## config.mk

```make
export PLATFORM = sky130hd
export DESIGN_NAME = osdp_reply_frame_checker_top_flat
export DESIGN_NICKNAME = d
export VERILOG_FILES = /design/src/orfc_pkg.sv /design/src/orfc_rx_if.sv /design/src/orfc_item_if.sv /design/src/orfc_front.sv /design/src/orfc_queue.sv /design/src/orfc_back.sv /design/src/osdp_reply_frame_checker_top.sv /design/src/flat_wrapper.sv
export SDC_FILE = /design/constraint.sdc
export NUM_CORES = 1
export LEC_CHECK = 0
export BUFFER_PORTS_ARGS = -buffer_cell sky130_fd_sc_hd__buf_2
export CAP_MARGIN = 10
export CORE_ASPECT_RATIO = 0.7
export CORE_UTILIZATION = 35
export DETAILED_ROUTE_END_ITERATION = 10
export GPL_ROUTABILITY_DRIVEN = 0
export GPL_TIMING_DRIVEN = 0
export PLACE_DENSITY = 0.62
export SETUP_SLACK_MARGIN = 0.2
export SLEW_MARGIN = 20
export SYNTH_ARGS = -nofsm -noshare
export SYNTH_HDL_FRONTEND = slang
export SYNTH_SLANG_ARGS = --single-unit
```

## constraint.sdc

```tcl
create_clock -name clk -period 4.6 [get_ports clk]
set_clock_uncertainty 0.05 [all_clocks]
set_input_delay 0.92 -clock clk [delete_from_list [all_inputs] [get_ports clk]]
set_output_delay 0.92 -clock clk [all_outputs]
set_load 0.1 [all_outputs]
```

## src/orfc_pkg.sv

```systemverilog
`timescale 1ns / 1ps
`default_nettype none

package orfc_pkg;

    // largest frame length accepted in the length field
    localparam int MAX_FRAME_LEN = 256;
    localparam int MIN_FRAME_LEN = 8;

    // byte position counter: holds any position inside a legal frame
    localparam int POS_W = $clog2(MAX_FRAME_LEN + 1);
    // compare width for position against length + 2 and 8 + key count
    localparam int CMP_W = ((POS_W > 9) ? POS_W : 9) + 1;

    // depth of the queue between front and back, a power of two
    localparam int QUEUE_DEPTH = 2;
    localparam int QPTR_W      = $clog2(QUEUE_DEPTH);
    localparam int QCNT_W      = $clog2(QUEUE_DEPTH + 1);

    localparam logic [7:0]  SOM_BYTE = 8'h53;
    localparam logic [15:0] CRC_INIT = 16'h1D0F;
    localparam logic [15:0] CRC_POLY = 16'h1021;

    // reply codes
    localparam logic [7:0] RC_ACK = 8'h40;
    localparam logic [7:0] RC_NAK = 8'h41;
    localparam logic [7:0] RC_RAW = 8'h50;
    localparam logic [7:0] RC_KPD = 8'h53;
    localparam logic [7:0] RC_COM = 8'h54;

    // item kinds
    localparam logic KIND_PAYLOAD = 1'b0;
    localparam logic KIND_STATUS  = 1'b1;

    // frame status codes
    localparam logic [2:0] ST_OK        = 3'd0;
    localparam logic [2:0] ST_BAD_START = 3'd1;
    localparam logic [2:0] ST_BAD_LEN   = 3'd2;
    localparam logic [2:0] ST_CRC_ERR   = 3'd3;
    localparam logic [2:0] ST_UNKNOWN   = 3'd4;

    typedef enum logic [0:0] {
        PH_IDLE,
        PH_RECV
    } phase_t;

    typedef struct packed {
        logic       kind;
        logic [7:0] payload;
        logic [7:0] code;
        logic [2:0] status;
    } item_t;

    // crc of one byte placed in the high half, msb first
    function automatic logic [15:0] crc_tab(input logic [7:0] idx);
        logic [15:0] c;
        c = {idx, 8'h00};
        for (int i = 0; i < 8; i++) begin
            c = c[15] ? ((c << 1) ^ CRC_POLY) : (c << 1);
        end
        return c;
    endfunction

    function automatic logic [15:0] crc_next(input logic [15:0] crc, input logic [7:0] b);
        return {crc[7:0], 8'h00} ^ crc_tab(crc[15:8] ^ b);
    endfunction

endpackage

`default_nettype wire

```

## src/orfc_rx_if.sv

```systemverilog
`timescale 1ns / 1ps
`default_nettype none

interface orfc_rx_if;
    logic       valid;
    logic       ready;
    logic [7:0] rx_byte;
    logic       frame_start;

    modport source (output valid, output rx_byte, output frame_start, input ready);
    modport sink   (input valid, input rx_byte, input frame_start, output ready);
endinterface

`default_nettype wire

```

## src/orfc_item_if.sv

```systemverilog
`timescale 1ns / 1ps
`default_nettype none

interface orfc_item_if;
    logic       valid;
    logic       ready;
    logic       item_kind;
    logic [7:0] payload_byte;
    logic [7:0] reply_code;
    logic [2:0] frame_status;
    logic       frame_end;

    modport source (output valid, output item_kind, output payload_byte,
                    output reply_code, output frame_status, output frame_end,
                    input ready);
    modport sink   (input valid, input item_kind, input payload_byte,
                    input reply_code, input frame_status, input frame_end,
                    output ready);
endinterface

`default_nettype wire

```

## src/orfc_front.sv

```systemverilog
`timescale 1ns / 1ps
`default_nettype none

module orfc_front (
    input  wire logic          clk,
    input  wire logic          rst_n,
    input  wire logic          in_valid,
    input  wire logic [7:0]    rx_byte,
    input  wire logic          frame_start,
    input  wire logic          space,
    output logic               in_ready,
    output logic               push,
    output orfc_pkg::item_t    push_item
);
    import orfc_pkg::*;

    phase_t            phase_reg, phase_next;
    logic [POS_W-1:0]  pos_reg, pos_next;
    logic [POS_W-1:0]  len_reg, len_next;
    logic [7:0]        len_lo_reg, len_lo_next;
    logic [15:0]       crc_reg, crc_next_v;
    logic [7:0]        code_reg, code_next;
    logic [7:0]        kc_reg, kc_next;
    logic [7:0]        crc_lo_reg, crc_lo_next;

    logic              acc;
    logic              emit;
    item_t             item;
    logic [15:0]       full_len;
    logic [CMP_W-1:0]  pos_x, len_x, kc_end;
    logic [15:0]       crc_upd;
    logic [15:0]       got_crc;

    assign in_ready = space;
    assign acc      = in_valid && space;
    assign full_len = {rx_byte, len_lo_reg};
    assign pos_x    = CMP_W'(pos_reg);
    assign len_x    = CMP_W'(len_reg);
    assign kc_end   = CMP_W'(kc_reg) + CMP_W'(8);
    assign crc_upd  = crc_next(crc_reg, rx_byte);
    assign got_crc  = {rx_byte, crc_lo_reg};

    always_ff @(posedge clk or negedge rst_n)
    begin
        if (!rst_n)
        begin
            phase_reg  <= PH_IDLE;
            pos_reg    <= '0;
            len_reg    <= '0;
            len_lo_reg <= '0;
            crc_reg    <= CRC_INIT;
            code_reg   <= '0;
            kc_reg     <= '0;
            crc_lo_reg <= '0;
        end
        else
        begin
            phase_reg  <= phase_next;
            pos_reg    <= pos_next;
            len_reg    <= len_next;
            len_lo_reg <= len_lo_next;
            crc_reg    <= crc_next_v;
            code_reg   <= code_next;
            kc_reg     <= kc_next;
            crc_lo_reg <= crc_lo_next;
        end
    end

    always_comb
    begin
        phase_next  = phase_reg;
        pos_next    = pos_reg;
        len_next    = len_reg;
        len_lo_next = len_lo_reg;
        crc_next_v  = crc_reg;
        code_next   = code_reg;
        kc_next     = kc_reg;
        crc_lo_next = crc_lo_reg;
        emit        = 1'b0;
        item        = '0;
        item.code   = code_reg;

        if (acc && frame_start)
        begin
            // new reception drops whatever frame was in progress
            len_next    = '0;
            len_lo_next = '0;
            code_next   = '0;
            kc_next     = '0;
            crc_lo_next = '0;
            item.code   = '0;
            if (rx_byte != SOM_BYTE)
            begin
                phase_next  = PH_IDLE;
                pos_next    = '0;
                crc_next_v  = CRC_INIT;
                emit        = 1'b1;
                item.kind   = KIND_STATUS;
                item.status = ST_BAD_START;
            end
            else
            begin
                phase_next = PH_RECV;
                pos_next   = POS_W'(1);
                crc_next_v = crc_next(CRC_INIT, rx_byte);
            end
        end
        else if (acc)
        begin
            unique case (phase_reg)
                PH_IDLE:
                begin
                    // stray byte outside a frame
                end
                PH_RECV:
                begin
                    if (pos_x < CMP_W'(4) || (pos_x + CMP_W'(2)) < len_x)
                    begin
                        crc_next_v = crc_upd;
                        pos_next   = pos_reg + POS_W'(1);
                        case (pos_x)
                            CMP_W'(2): len_lo_next = rx_byte;
                            CMP_W'(5): code_next   = rx_byte;
                            CMP_W'(7): kc_next     = rx_byte;
                            default:   ;
                        endcase
                        if (pos_x == CMP_W'(3))
                        begin
                            if (full_len < 16'(MIN_FRAME_LEN) || full_len > 16'(MAX_FRAME_LEN))
                            begin
                                phase_next  = PH_IDLE;
                                emit        = 1'b1;
                                item.kind   = KIND_STATUS;
                                item.status = ST_BAD_LEN;
                            end
                            else
                            begin
                                len_next = full_len[POS_W-1:0];
                            end
                        end
                        else if (pos_x >= CMP_W'(6))
                        begin
                            if (code_reg == RC_RAW || code_reg == RC_COM)
                            begin
                                emit         = 1'b1;
                                item.kind    = KIND_PAYLOAD;
                                item.payload = rx_byte;
                            end
                            else if (code_reg == RC_KPD && pos_x >= CMP_W'(8) && pos_x < kc_end)
                            begin
                                emit         = 1'b1;
                                item.kind    = KIND_PAYLOAD;
                                item.payload = rx_byte;
                            end
                        end
                    end
                    else if ((pos_x + CMP_W'(2)) == len_x)
                    begin
                        crc_lo_next = rx_byte;
                        pos_next    = pos_reg + POS_W'(1);
                    end
                    else
                    begin
                        // last byte: close the frame
                        phase_next = PH_IDLE;
                        emit       = 1'b1;
                        item.kind  = KIND_STATUS;
                        if (got_crc != crc_reg)
                            item.status = ST_CRC_ERR;
                        else if (code_reg == RC_ACK || code_reg == RC_NAK ||
                                 code_reg == RC_RAW || code_reg == RC_KPD ||
                                 code_reg == RC_COM)
                            item.status = ST_OK;
                        else
                            item.status = ST_UNKNOWN;
                    end
                end
                default: ;
            endcase
        end
    end

    assign push      = emit;
    assign push_item = item;

    a_payload_in_frame: assert property (@(posedge clk) disable iff (!rst_n)
        (push && push_item.kind == KIND_PAYLOAD) |-> (phase_reg == PH_RECV && !frame_start))
        else $error("payload item outside a frame");

    a_som_opens: assert property (@(posedge clk) disable iff (!rst_n)
        (acc && frame_start && rx_byte == SOM_BYTE) |=> (phase_reg == PH_RECV && pos_reg == POS_W'(1)))
        else $error("start byte did not open a frame");

    a_recv_pos: assert property (@(posedge clk) disable iff (!rst_n)
        (phase_reg == PH_RECV) |-> (pos_reg != '0))
        else $error("receiving at position zero");

endmodule

`default_nettype wire

```

## src/orfc_queue.sv

```systemverilog
`timescale 1ns / 1ps
`default_nettype none

module orfc_queue (
    input  wire logic          clk,
    input  wire logic          rst_n,
    input  wire logic          push,
    input  wire orfc_pkg::item_t push_item,
    output logic               space,
    output logic               head_valid,
    output orfc_pkg::item_t    head_item,
    input  wire logic          pop
);
    import orfc_pkg::*;

    item_t              mem_reg [QUEUE_DEPTH];
    logic [QPTR_W-1:0]  wr_ptr_reg, wr_ptr_next;
    logic [QPTR_W-1:0]  rd_ptr_reg, rd_ptr_next;
    logic [QCNT_W-1:0]  cnt_reg, cnt_next;
    logic               do_push, do_pop;

    assign space      = (cnt_reg != QCNT_W'(QUEUE_DEPTH));
    assign head_valid = (cnt_reg != '0);
    assign head_item  = mem_reg[rd_ptr_reg];
    assign do_push    = push && space;
    assign do_pop     = pop && head_valid;

    always_comb
    begin
        wr_ptr_next = do_push ? wr_ptr_reg + QPTR_W'(1) : wr_ptr_reg;
        rd_ptr_next = do_pop ? rd_ptr_reg + QPTR_W'(1) : rd_ptr_reg;
        cnt_next    = cnt_reg;
        if (do_push && !do_pop)
            cnt_next = cnt_reg + QCNT_W'(1);
        else if (do_pop && !do_push)
            cnt_next = cnt_reg - QCNT_W'(1);
    end

    always_ff @(posedge clk or negedge rst_n)
    begin
        if (!rst_n)
        begin
            wr_ptr_reg <= '0;
            rd_ptr_reg <= '0;
            cnt_reg    <= '0;
        end
        else
        begin
            wr_ptr_reg <= wr_ptr_next;
            rd_ptr_reg <= rd_ptr_next;
            cnt_reg    <= cnt_next;
        end
    end

    always_ff @(posedge clk)
    begin
        if (do_push)
            mem_reg[wr_ptr_reg] <= push_item;
    end

    a_no_overflow: assert property (@(posedge clk) disable iff (!rst_n)
        cnt_reg <= QCNT_W'(QUEUE_DEPTH))
        else $error("queue count beyond depth");

    a_push_drop: assert property (@(posedge clk) disable iff (!rst_n)
        push |-> space)
        else $error("item pushed into a full queue");

endmodule

`default_nettype wire

```

## src/orfc_back.sv

```systemverilog
`timescale 1ns / 1ps
`default_nettype none

module orfc_back (
    input  wire logic          clk,
    input  wire logic          rst_n,
    input  wire logic          head_valid,
    input  wire orfc_pkg::item_t head_item,
    output logic               pop,
    input  wire logic          out_ready,
    output logic               out_valid,
    output logic               item_kind,
    output logic [7:0]         payload_byte,
    output logic [7:0]         reply_code,
    output logic [2:0]         frame_status,
    output logic               frame_end
);
    import orfc_pkg::*;

    logic   valid_reg, valid_next;
    item_t  item_reg;
    logic   load;

    // output register refills when an item waits and the register is empty or being drained
    assign load       = head_valid && (!valid_reg || out_ready);
    assign pop        = load;
    assign valid_next = load ? 1'b1 : (out_ready ? 1'b0 : valid_reg);

    always_ff @(posedge clk or negedge rst_n)
    begin
        if (!rst_n)
            valid_reg <= 1'b0;
        else
            valid_reg <= valid_next;
    end

    always_ff @(posedge clk)
    begin
        if (load)
            item_reg <= head_item;
    end

    assign out_valid    = valid_reg;
    assign item_kind    = item_reg.kind;
    assign payload_byte = item_reg.payload;
    assign reply_code   = item_reg.code;
    assign frame_status = item_reg.status;
    assign frame_end    = (item_reg.kind == KIND_STATUS);

endmodule

`default_nettype wire

```

## src/osdp_reply_frame_checker_top.sv

```systemverilog
`timescale 1ns / 1ps
`default_nettype none

// channel  | dir | handshake     | payload
// ---------+-----+---------------+-------------------------------------------------
// rx       | in  | valid / ready | rx_byte[7:0], frame_start
// result   | out | valid / ready | item_kind, payload_byte[7:0], reply_code[7:0],
//          |     |               | frame_status[2:0], frame_end
//
// one byte accepted per cycle while rx.ready is high; crc and parsing finish in that cycle
// a result passes the item queue, then the output register, and waits while result stalls
// rx.ready falls only when the two-entry item queue is full, so result stalls back up there
// reset is asynchronous and active low; it leaves the parser idle with the crc at its seed
// no clearing pass: all frame state is in flip-flops cleared by reset

module osdp_reply_frame_checker_top (
    input  wire logic  clk,
    input  wire logic  rst_n,
    orfc_rx_if.sink    rx,
    orfc_item_if.source result
);
    import orfc_pkg::*;

    // front to queue
    logic   push;
    item_t  push_item;
    logic   space;

    // queue to back
    logic   head_valid;
    item_t  head_item;
    logic   pop;

    // front: handshake, byte parsing, crc, payload selection, status decision
    orfc_front u_front (
        .clk         (clk),
        .rst_n       (rst_n),
        .in_valid    (rx.valid),
        .rx_byte     (rx.rx_byte),
        .frame_start (rx.frame_start),
        .space       (space),
        .in_ready    (rx.ready),
        .push        (push),
        .push_item   (push_item)
    );

    // short queue decoupling the parser from the output side
    orfc_queue u_queue (
        .clk        (clk),
        .rst_n      (rst_n),
        .push       (push),
        .push_item  (push_item),
        .space      (space),
        .head_valid (head_valid),
        .head_item  (head_item),
        .pop        (pop)
    );

    // back: registered result port
    orfc_back u_back (
        .clk          (clk),
        .rst_n        (rst_n),
        .head_valid   (head_valid),
        .head_item    (head_item),
        .pop          (pop),
        .out_ready    (result.ready),
        .out_valid    (result.valid),
        .item_kind    (result.item_kind),
        .payload_byte (result.payload_byte),
        .reply_code   (result.reply_code),
        .frame_status (result.frame_status),
        .frame_end    (result.frame_end)
    );

endmodule

`default_nettype wire

```

## src/flat_wrapper.sv

```systemverilog
// flat-port wrapper written by rule: the top's interface ports become plain ports
module osdp_reply_frame_checker_top_flat import orfc_pkg::*;
  (clk, rst_n, rx_valid, rx_rx_byte, rx_frame_start, rx_ready, result_valid, result_item_kind, result_payload_byte, result_reply_code, result_frame_status, result_frame_end, result_ready);
  orfc_rx_if rx_i ();
  orfc_item_if result_i ();
  input  wire logic clk;
  input  wire logic rst_n;
  input wire logic [$bits(rx_i.valid)-1:0] rx_valid;
  input wire logic [$bits(rx_i.rx_byte)-1:0] rx_rx_byte;
  input wire logic [$bits(rx_i.frame_start)-1:0] rx_frame_start;
  output wire logic [$bits(rx_i.ready)-1:0] rx_ready;
  output wire logic [$bits(result_i.valid)-1:0] result_valid;
  output wire logic [$bits(result_i.item_kind)-1:0] result_item_kind;
  output wire logic [$bits(result_i.payload_byte)-1:0] result_payload_byte;
  output wire logic [$bits(result_i.reply_code)-1:0] result_reply_code;
  output wire logic [$bits(result_i.frame_status)-1:0] result_frame_status;
  output wire logic [$bits(result_i.frame_end)-1:0] result_frame_end;
  input wire logic [$bits(result_i.ready)-1:0] result_ready;
  assign rx_i.valid = rx_valid;
  assign rx_i.rx_byte = rx_rx_byte;
  assign rx_i.frame_start = rx_frame_start;
  assign rx_ready = rx_i.ready;
  assign result_valid = result_i.valid;
  assign result_item_kind = result_i.item_kind;
  assign result_payload_byte = result_i.payload_byte;
  assign result_reply_code = result_i.reply_code;
  assign result_frame_status = result_i.frame_status;
  assign result_frame_end = result_i.frame_end;
  assign result_i.ready = result_ready;
  osdp_reply_frame_checker_top u_core (.clk(clk), .rst_n(rst_n), .rx(rx_i), .result(result_i));
endmodule
```

### After elaboration in Yosys (flattened, before gate mapping)

Memories as Yosys holds them, arrays and structs flattened. A register that Yosys moved wholly into a read port is not among the register bits.
Cells that the tools add are included.

| cells by class | value |
|---|---|
| bitwise logic cells | 20 |
| reductions and logical operators | 39 |
| add/sub/neg operators | 7 |
| multiplexer cells | 100 |
| magnitude comparators | 7 |
| eq/ne operators | 15 |

Operators by type and width:

| kind | count |
|---|---|
| 13-bit two-way mux | 16 |
| 8-bit two-way mux | 26 |
| 9-bit two-way mux | 14 |
| 16-bit two-way mux | 5 |
| 3-bit inverter | 16 |
| 8-bit by 7-bit equality test with 1-bit output (second input constant) | 5 |
| 1-bit two-way mux | 28 |
| 2-bit nonzero test | 11 |
| 3-bit two-way mux | 7 |
| 9-bit by 2-bit equality test with 1-bit output (second input constant) | 2 |
| 9-bit by 3-bit equality test with 1-bit output (second input constant) | 2 |
| 16-bit by 9-bit > comparator with 1-bit output (second input constant) | 1 |
| 16-bit by 4-bit less-than comparator with 1-bit output (second input constant) | 1 |
| 16-bit != test | 1 |
| 4-bit AND reduction | 4 |
| 16-bit bitwise XOR | 1 |
| 9-bit by 2-bit adder with 10-bit output (second input constant) | 1 |
| 10-bit by 9-bit equality test with 1-bit output | 1 |
| 10-bit by 9-bit less-than comparator with 1-bit output | 1 |
| 8-bit by 4-bit adder with 9-bit output (second input constant) | 1 |
| 9-bit by 1-bit adder with 9-bit output (second input constant) | 1 |
| 9-bit by 3-bit >= comparator with 1-bit output (second input constant) | 1 |
| 9-bit by 4-bit >= comparator with 1-bit output (second input constant) | 1 |
| 1-bit logical AND | 9 |
| other kinds (15) | 32 |

| storage, ports and cells | value |
|---|---|
| flip-flop bits (word level) | 72 |
| memories | 1 |
| output and inout bits | 23 |
| word-level logic and storage cells | 201 |
| RAM bits | 40 |

Memory list:

| name | words | bits a word | rd ports | clocked after Yosys merged registers in | wr ports | line | RTL |
|---|---|---|---|---|---|---|---|
| u_core.u_queue.mem_reg | 2 | 20 | 1 | 1 | 1 | orfc_queue.sv:16 | `item_t mem_reg [QUEUE_DEPTH];` |

### Depth between registers and ports, before layout

| depth | value |
|---|---|
| depth after elaboration | 22 |
| depth in mapped cells | 15 |
| mapped depth without buffers | 15 |

### Modules after synthesis

From an unflattened synthesis, not the netlist that was laid out.

| second synthesis, totals | value |
|---|---|
| cell total of the unflattened synthesis | 582 |
| area, all modules | 6687.7 sq um |

Modules (own cells, without submodules):

| module | seq. area each (sq um) | instances | area an instance (sq um) | cells an instance |
|---|---|---|---|---|
| orfc_front | 1686.6 | 1 | 4370.4 | 477 |
| orfc_queue | 1301.2 | 1 | 1665.3 | 80 |
| orfc_back | 625.6 | 1 | 651.9 | 25 |

### Worst setup path after synthesis

Ideal clock, no wire load.

| timing path | value |
|---|---|
| path kind | reg2reg |
| start | register u_core.u_front.pos_reg[2] |
| end | memory u_core.u_queue.mem_reg[0][0] in the netlist's numbering, enable pin |
| cell stages (with the launch flop) | 11 |
| buffers on the path | 1 |
| clock period less this slack | 3.980 ns |
| slack | 0.620 ns |
| data arrival time | 3.526 ns |
| cell sequence | dfrtp_1 clkbuf_1 nand3_1 xnor2_1 ha_1 and3_1 a221oi_1 o2111a_4 o31ai_1 a31o_2 a21oi_1 |

| on the way | value |
|---|---|
| word-level cells in the longest chain between the ends | 14 |
| elaborated cells between the ends (all ways) | 23 |
| classes of those cells | add/sub: 1; order compare: 5; eq/ne: 2; mux: 11; reduce/logical: 4 |

RTL lines:

| item | line | RTL |
|---|---|---|
| start, declared | orfc_front.sv:18 | `logic [POS_W-1:0] pos_reg, pos_next;` |
| start signal, assigned | orfc_front.sv:59 | `pos_reg <= pos_next;` |
| branches (longest 7 deep; another with 9-bit by 2-bit adder with 10-bit output) | -- |  |
| 1-bit two-way mux (*) | orfc_front.sv:117 | `if (pos_x < CMP_W'(4) \|\| (pos_x + CMP_W'(2)) < len_x)` |
| 1-bit two-way mux (*) | orfc_front.sv:110 | `unique case (phase_reg)` |
| 1-bit two-way mux (*) | orfc_front.sv:108 | `else if (acc)` |
| 1-bit two-way mux (*) | orfc_front.sv:83 | `if (acc && frame_start)` |
| 1-bit logical AND (*) | orfc_queue.sv:25 | `assign do_push = push && space;` |
| 1-bit two-way mux (*) | orfc_queue.sv:57 | `if (do_push)` |
| 1-bit two-way mux (not written as such) (*) | orfc_queue.sv:58 | `mem_reg[wr_ptr_reg] <= push_item;` |
| end, declared | orfc_queue.sv:16 |  |

Mark *: on every way between the ends.

### Worst setup path after layout

| timing path | value |
|---|---|
| start | register u_core.u_front.pos_reg[2] |
| end | memory u_core.u_queue.mem_reg[0][11] in the netlist's numbering, enable pin |

Same word-level chain as after synthesis.

==> flow_summary_export.csv <==
group,metric,value,unit
cells_and_area,largest_register_ffs,40,
clock_tree,path_clk_slew,0.06,ns
sta,finalSetupViolCount,0,
status,violations,"DRC",
power_and_ir_drop,power,4.27,mW
power_and_ir_drop,clkPwrFrac,34.5,%
logic_synthesis,ys_ff_latch,132,
logic_synthesis,yosysWarnings,0,
cells_and_area,final_cell_mix,"dfrtp_1, edfxtp_1, nor2_1, mux2i_1, buf_2",
cells_and_area,multiInputGateArea,0.00279,mm²
critical_path,critPathCaptureType,"flip-flop",
power_and_ir_drop,power_switching,1.64,mW
cells_and_area,nets,635,
power_and_ir_drop,pwr-share-seq,35.7,%
clock_tree,h-tree-depth,4,
logic_synthesis,synthArstFlopShare,54.5,%
cells_and_area,drive_above_1_share,19.6,%
critical_path,timing.setup.critical_path_class,"reg2reg",
floorplan,fp.dieW,166,µm
route,dr_wl_met3,992,µm
clock_tree,clk-insertion-delay-late,0.42,ns
place,io_buffers,31,
route,top_layer_used,"met4",
sta,max_slew.worst_pin.slew,0.783,ns
grt,antenna_found_initial,0,
clock_tree,cts_buffers,17,
route,firstDrtPassIters,10,
logic_synthesis,ys_seq_area_share,55.0,%
logic_synthesis,syn_area,0.00657,mm²
power_and_ir_drop,pwr-share-comb,29.8,%
power_and_ir_drop,ir_worst_vdd,212,µV
place,dp_slack,0.490,ns
grt,grt_max_degree,40,
power_and_ir_drop,power.density,554,mW/mm²
clock_tree,cts_tree,"yes",
sta,setup_slack,0.443,ns
critical_path,cp.arrival,4.15,ns
floorplan,core-area,0.0182,mm²
place,hpwlAfterDp,11.0,mm
logic_synthesis,synth_cell_types,64,
place,place_area,0.00707,mm²
route,met2_length,6.96,mm
clock_tree,numClockSinks,132,
route,ant_nets,0,
grt,grt_use_total,17.0,%
worst_hold_path,hold_path.class,"in2async",
grt,first_global_vias,4577,
sta,finalMaxSlewViolations,0,
sta,relSlewSlack,47.8,%
route,wl_per_cell,18.7,µm
grt,grt_pass1_wl,25.1,mm
clock_tree,postCtsSetupRepairBufs,0,
critical_path,crit_fanout,20,
grt,grt_overflow,0,
cells_and_area,syn_to_final_growth,17.2,%
clock_tree,cts_resized,0,
cells_and_area,layout_commonest_cell,"dfrtp_1",
cells_and_area,nFillCells,1663,
sta,post-route-period-util,90.4,%
route,wirelength,15.8,mm
clock_tree,root_buffer,"clkbuf_16",
power_and_ir_drop,p_int,2.63,mW
critical_path,worstSetupStartpointType,"flip-flop",
run,drv_cap,0,
route,routed-via-count,4554,
floorplan,rows,41,
power_and_ir_drop,swShare,38.5,%
logic_synthesis,yosys_most_used_dff,"dfrtp_1",
floorplan,start_util,36.1,%
sta,finalHoldViolCount,0,
cells_and_area,seq_area,0.00361,mm²
sta,period_minus_slack,4.16,ns
sta,rsz0062_at_grt,"false",
cells_and_area,fin_area,0.00771,mm²
clock_tree,cts_max_path_buffers,2,
floorplan,num_io_pins,36,
logic_synthesis,syn_area_per_cell,12.0,µm²
critical_path,required,4.60,ns
floorplan,design.die.area,0.0193,mm²
route,wl_met1,7.71,mm
power_and_ir_drop,power_leakage,3.27,nW
clock_tree,cts_hold_buf,0,
floorplan,die_y,117,µm
logic_synthesis,synth-edff-count,60,
cells_and_area,final_cells,848,
cells_and_area,antenna_cells,0,
route,drt_iter0_drc,408,
place,dp_cells,816,
status,status,"finished, violations left",
route,vias_per_cell,5.37,
logic_synthesis,syn_inst,548,
sta,fin_hold_ws,0.400,ns
sta,max_freq,0.241,GHz
route,drc_errors,2,
logic_synthesis,syn-num-nets,584,
## per-stage QoR
stage                     utilization [%]  TNS (ns)
after global placement               38.6    -15.38
final                                42.3         0
after detailed placement             38.8         0
after floorplan                         -         0
after global routing                 42.3         0
after CTS                            42.3         0
## final timing paths
kind,slack (ns),depth (start not counted),end,from
max,0.44,10,u_core.u_queue.mem_reg[0][11],u_core.u_front.pos_reg[2]
min,0.40,1,u_core.u_front.crc_reg[14],rst_n
max reg2reg,0.44,10,u_core.u_queue.mem_reg[0][11],u_core.u_front.pos_reg[2]
min reg2reg,0.45,2,u_core.u_back.out_valid,u_core.u_back.out_valid
max in group asynchronous,3.46,2,u_core.u_front.crc_reg[8],rst_n
min in group clk,0.45,2,u_core.u_back.out_valid,u_core.u_back.out_valid
## metal layers
metal  global-route usage [%]  vias up
met4                     4.49        0
met2                     26.0      153
met3                     4.68       17
met1                     23.9     2283
met5                        0        -
li1                         -     2101
## layout make-up
type                    count  share of cell area (%)
well taps                 236                    3.83
repair buffers             32                    2.31
flip-flops and latches    132                    46.9
clock buffers              17                    5.52
plain buffers              27                    1.62
inverters                  19                   0.925
multi-input cells         370                    36.2
clock inverters            15                    2.69
## cell families after synthesis
| family | Yosys count | synth area share, % |
|---|---|---|
| XOR/XNOR | 49 | 6.53 |
| multiplexers | 57 | 9.08 |
| AND/OR/NAND/NOR | 163 | 13.6 |
| AO/OA/AOI/OAI | 78 | 8.49 |
| adder cells (fa/ha/maj) | 23 | 4.38 |
| flip-flops | 132 | 55.0 |
| buffers and inverters | 46 | 2.99 |
## critical path, cell delays in order (launching register included)
cell	delay [ns]
dfrtp_1	0.43
clkbuf_1	0.42
nand3_1	0.23
xnor2_1	0.20
ha_1	0.30
and3_1	0.19
a221oi_1	0.13
o2111ai_1	0.66
nand2_1	0.23
a31o_2	0.31
a21oi_4	0.60
## synth_stat cells, drive strengths merged (2+ instances only)
cell type / n / area (µm²)
inv: 19 / 71.3
xnor2: 30 / 263
o41ai: 2 / 17.5
nand2: 17 / 63.8
or3: 2 / 17.5
edfxtp: 60 / 1800
buf: 10 / 61.3
a22o: 10 / 87.6
clkbuf: 17 / 63.8
dfstp: 8 / 210
ha: 23 / 288
mux2i: 36 / 360
o211ai: 3 / 22.5
a31o: 3 / 26.3
nand3b: 2 / 15.0
nand3: 19 / 95.1
nor2b: 3 / 18.8
o31ai: 2 / 15.0
a21oi: 17 / 85.1
and3: 9 / 56.3
o21ai: 13 / 65.1
or2: 2 / 12.5
mux2: 21 / 236
a211oi: 5 / 37.5
a21o: 3 / 22.5
or4: 3 / 26.3
dfrtp: 64 / 1600
a221oi: 2 / 17.5
nor4: 8 / 95.1
a31oi: 3 / 25.0
nand4: 9 / 62.6
xor2: 19 / 166
nand2b: 4 / 25.0
and2: 17 / 108
o2111ai: 2 / 17.5
o22ai: 2 / 12.5
a2bb2oi: 3 / 26.3
nor2: 57 / 214
nor3: 7 / 45.0
## power by group through the flow
stage / Clock [mW] / Sequential, mW / Combinational, mW
4_1_cts: 1.49 / 1.52 / 1.27
6_report: 1.47 / 1.52 / 1.27
3_5_place_dp: 0 / 1.54 / 1.26
5_1_grt: 1.55 / 1.54 / 1.34
2_1_floorplan: 0 / 2.02 / 0.532
3_3_place_gp: 0 / 1.54 / 1.24
Power figures use the tool's default switching activity.
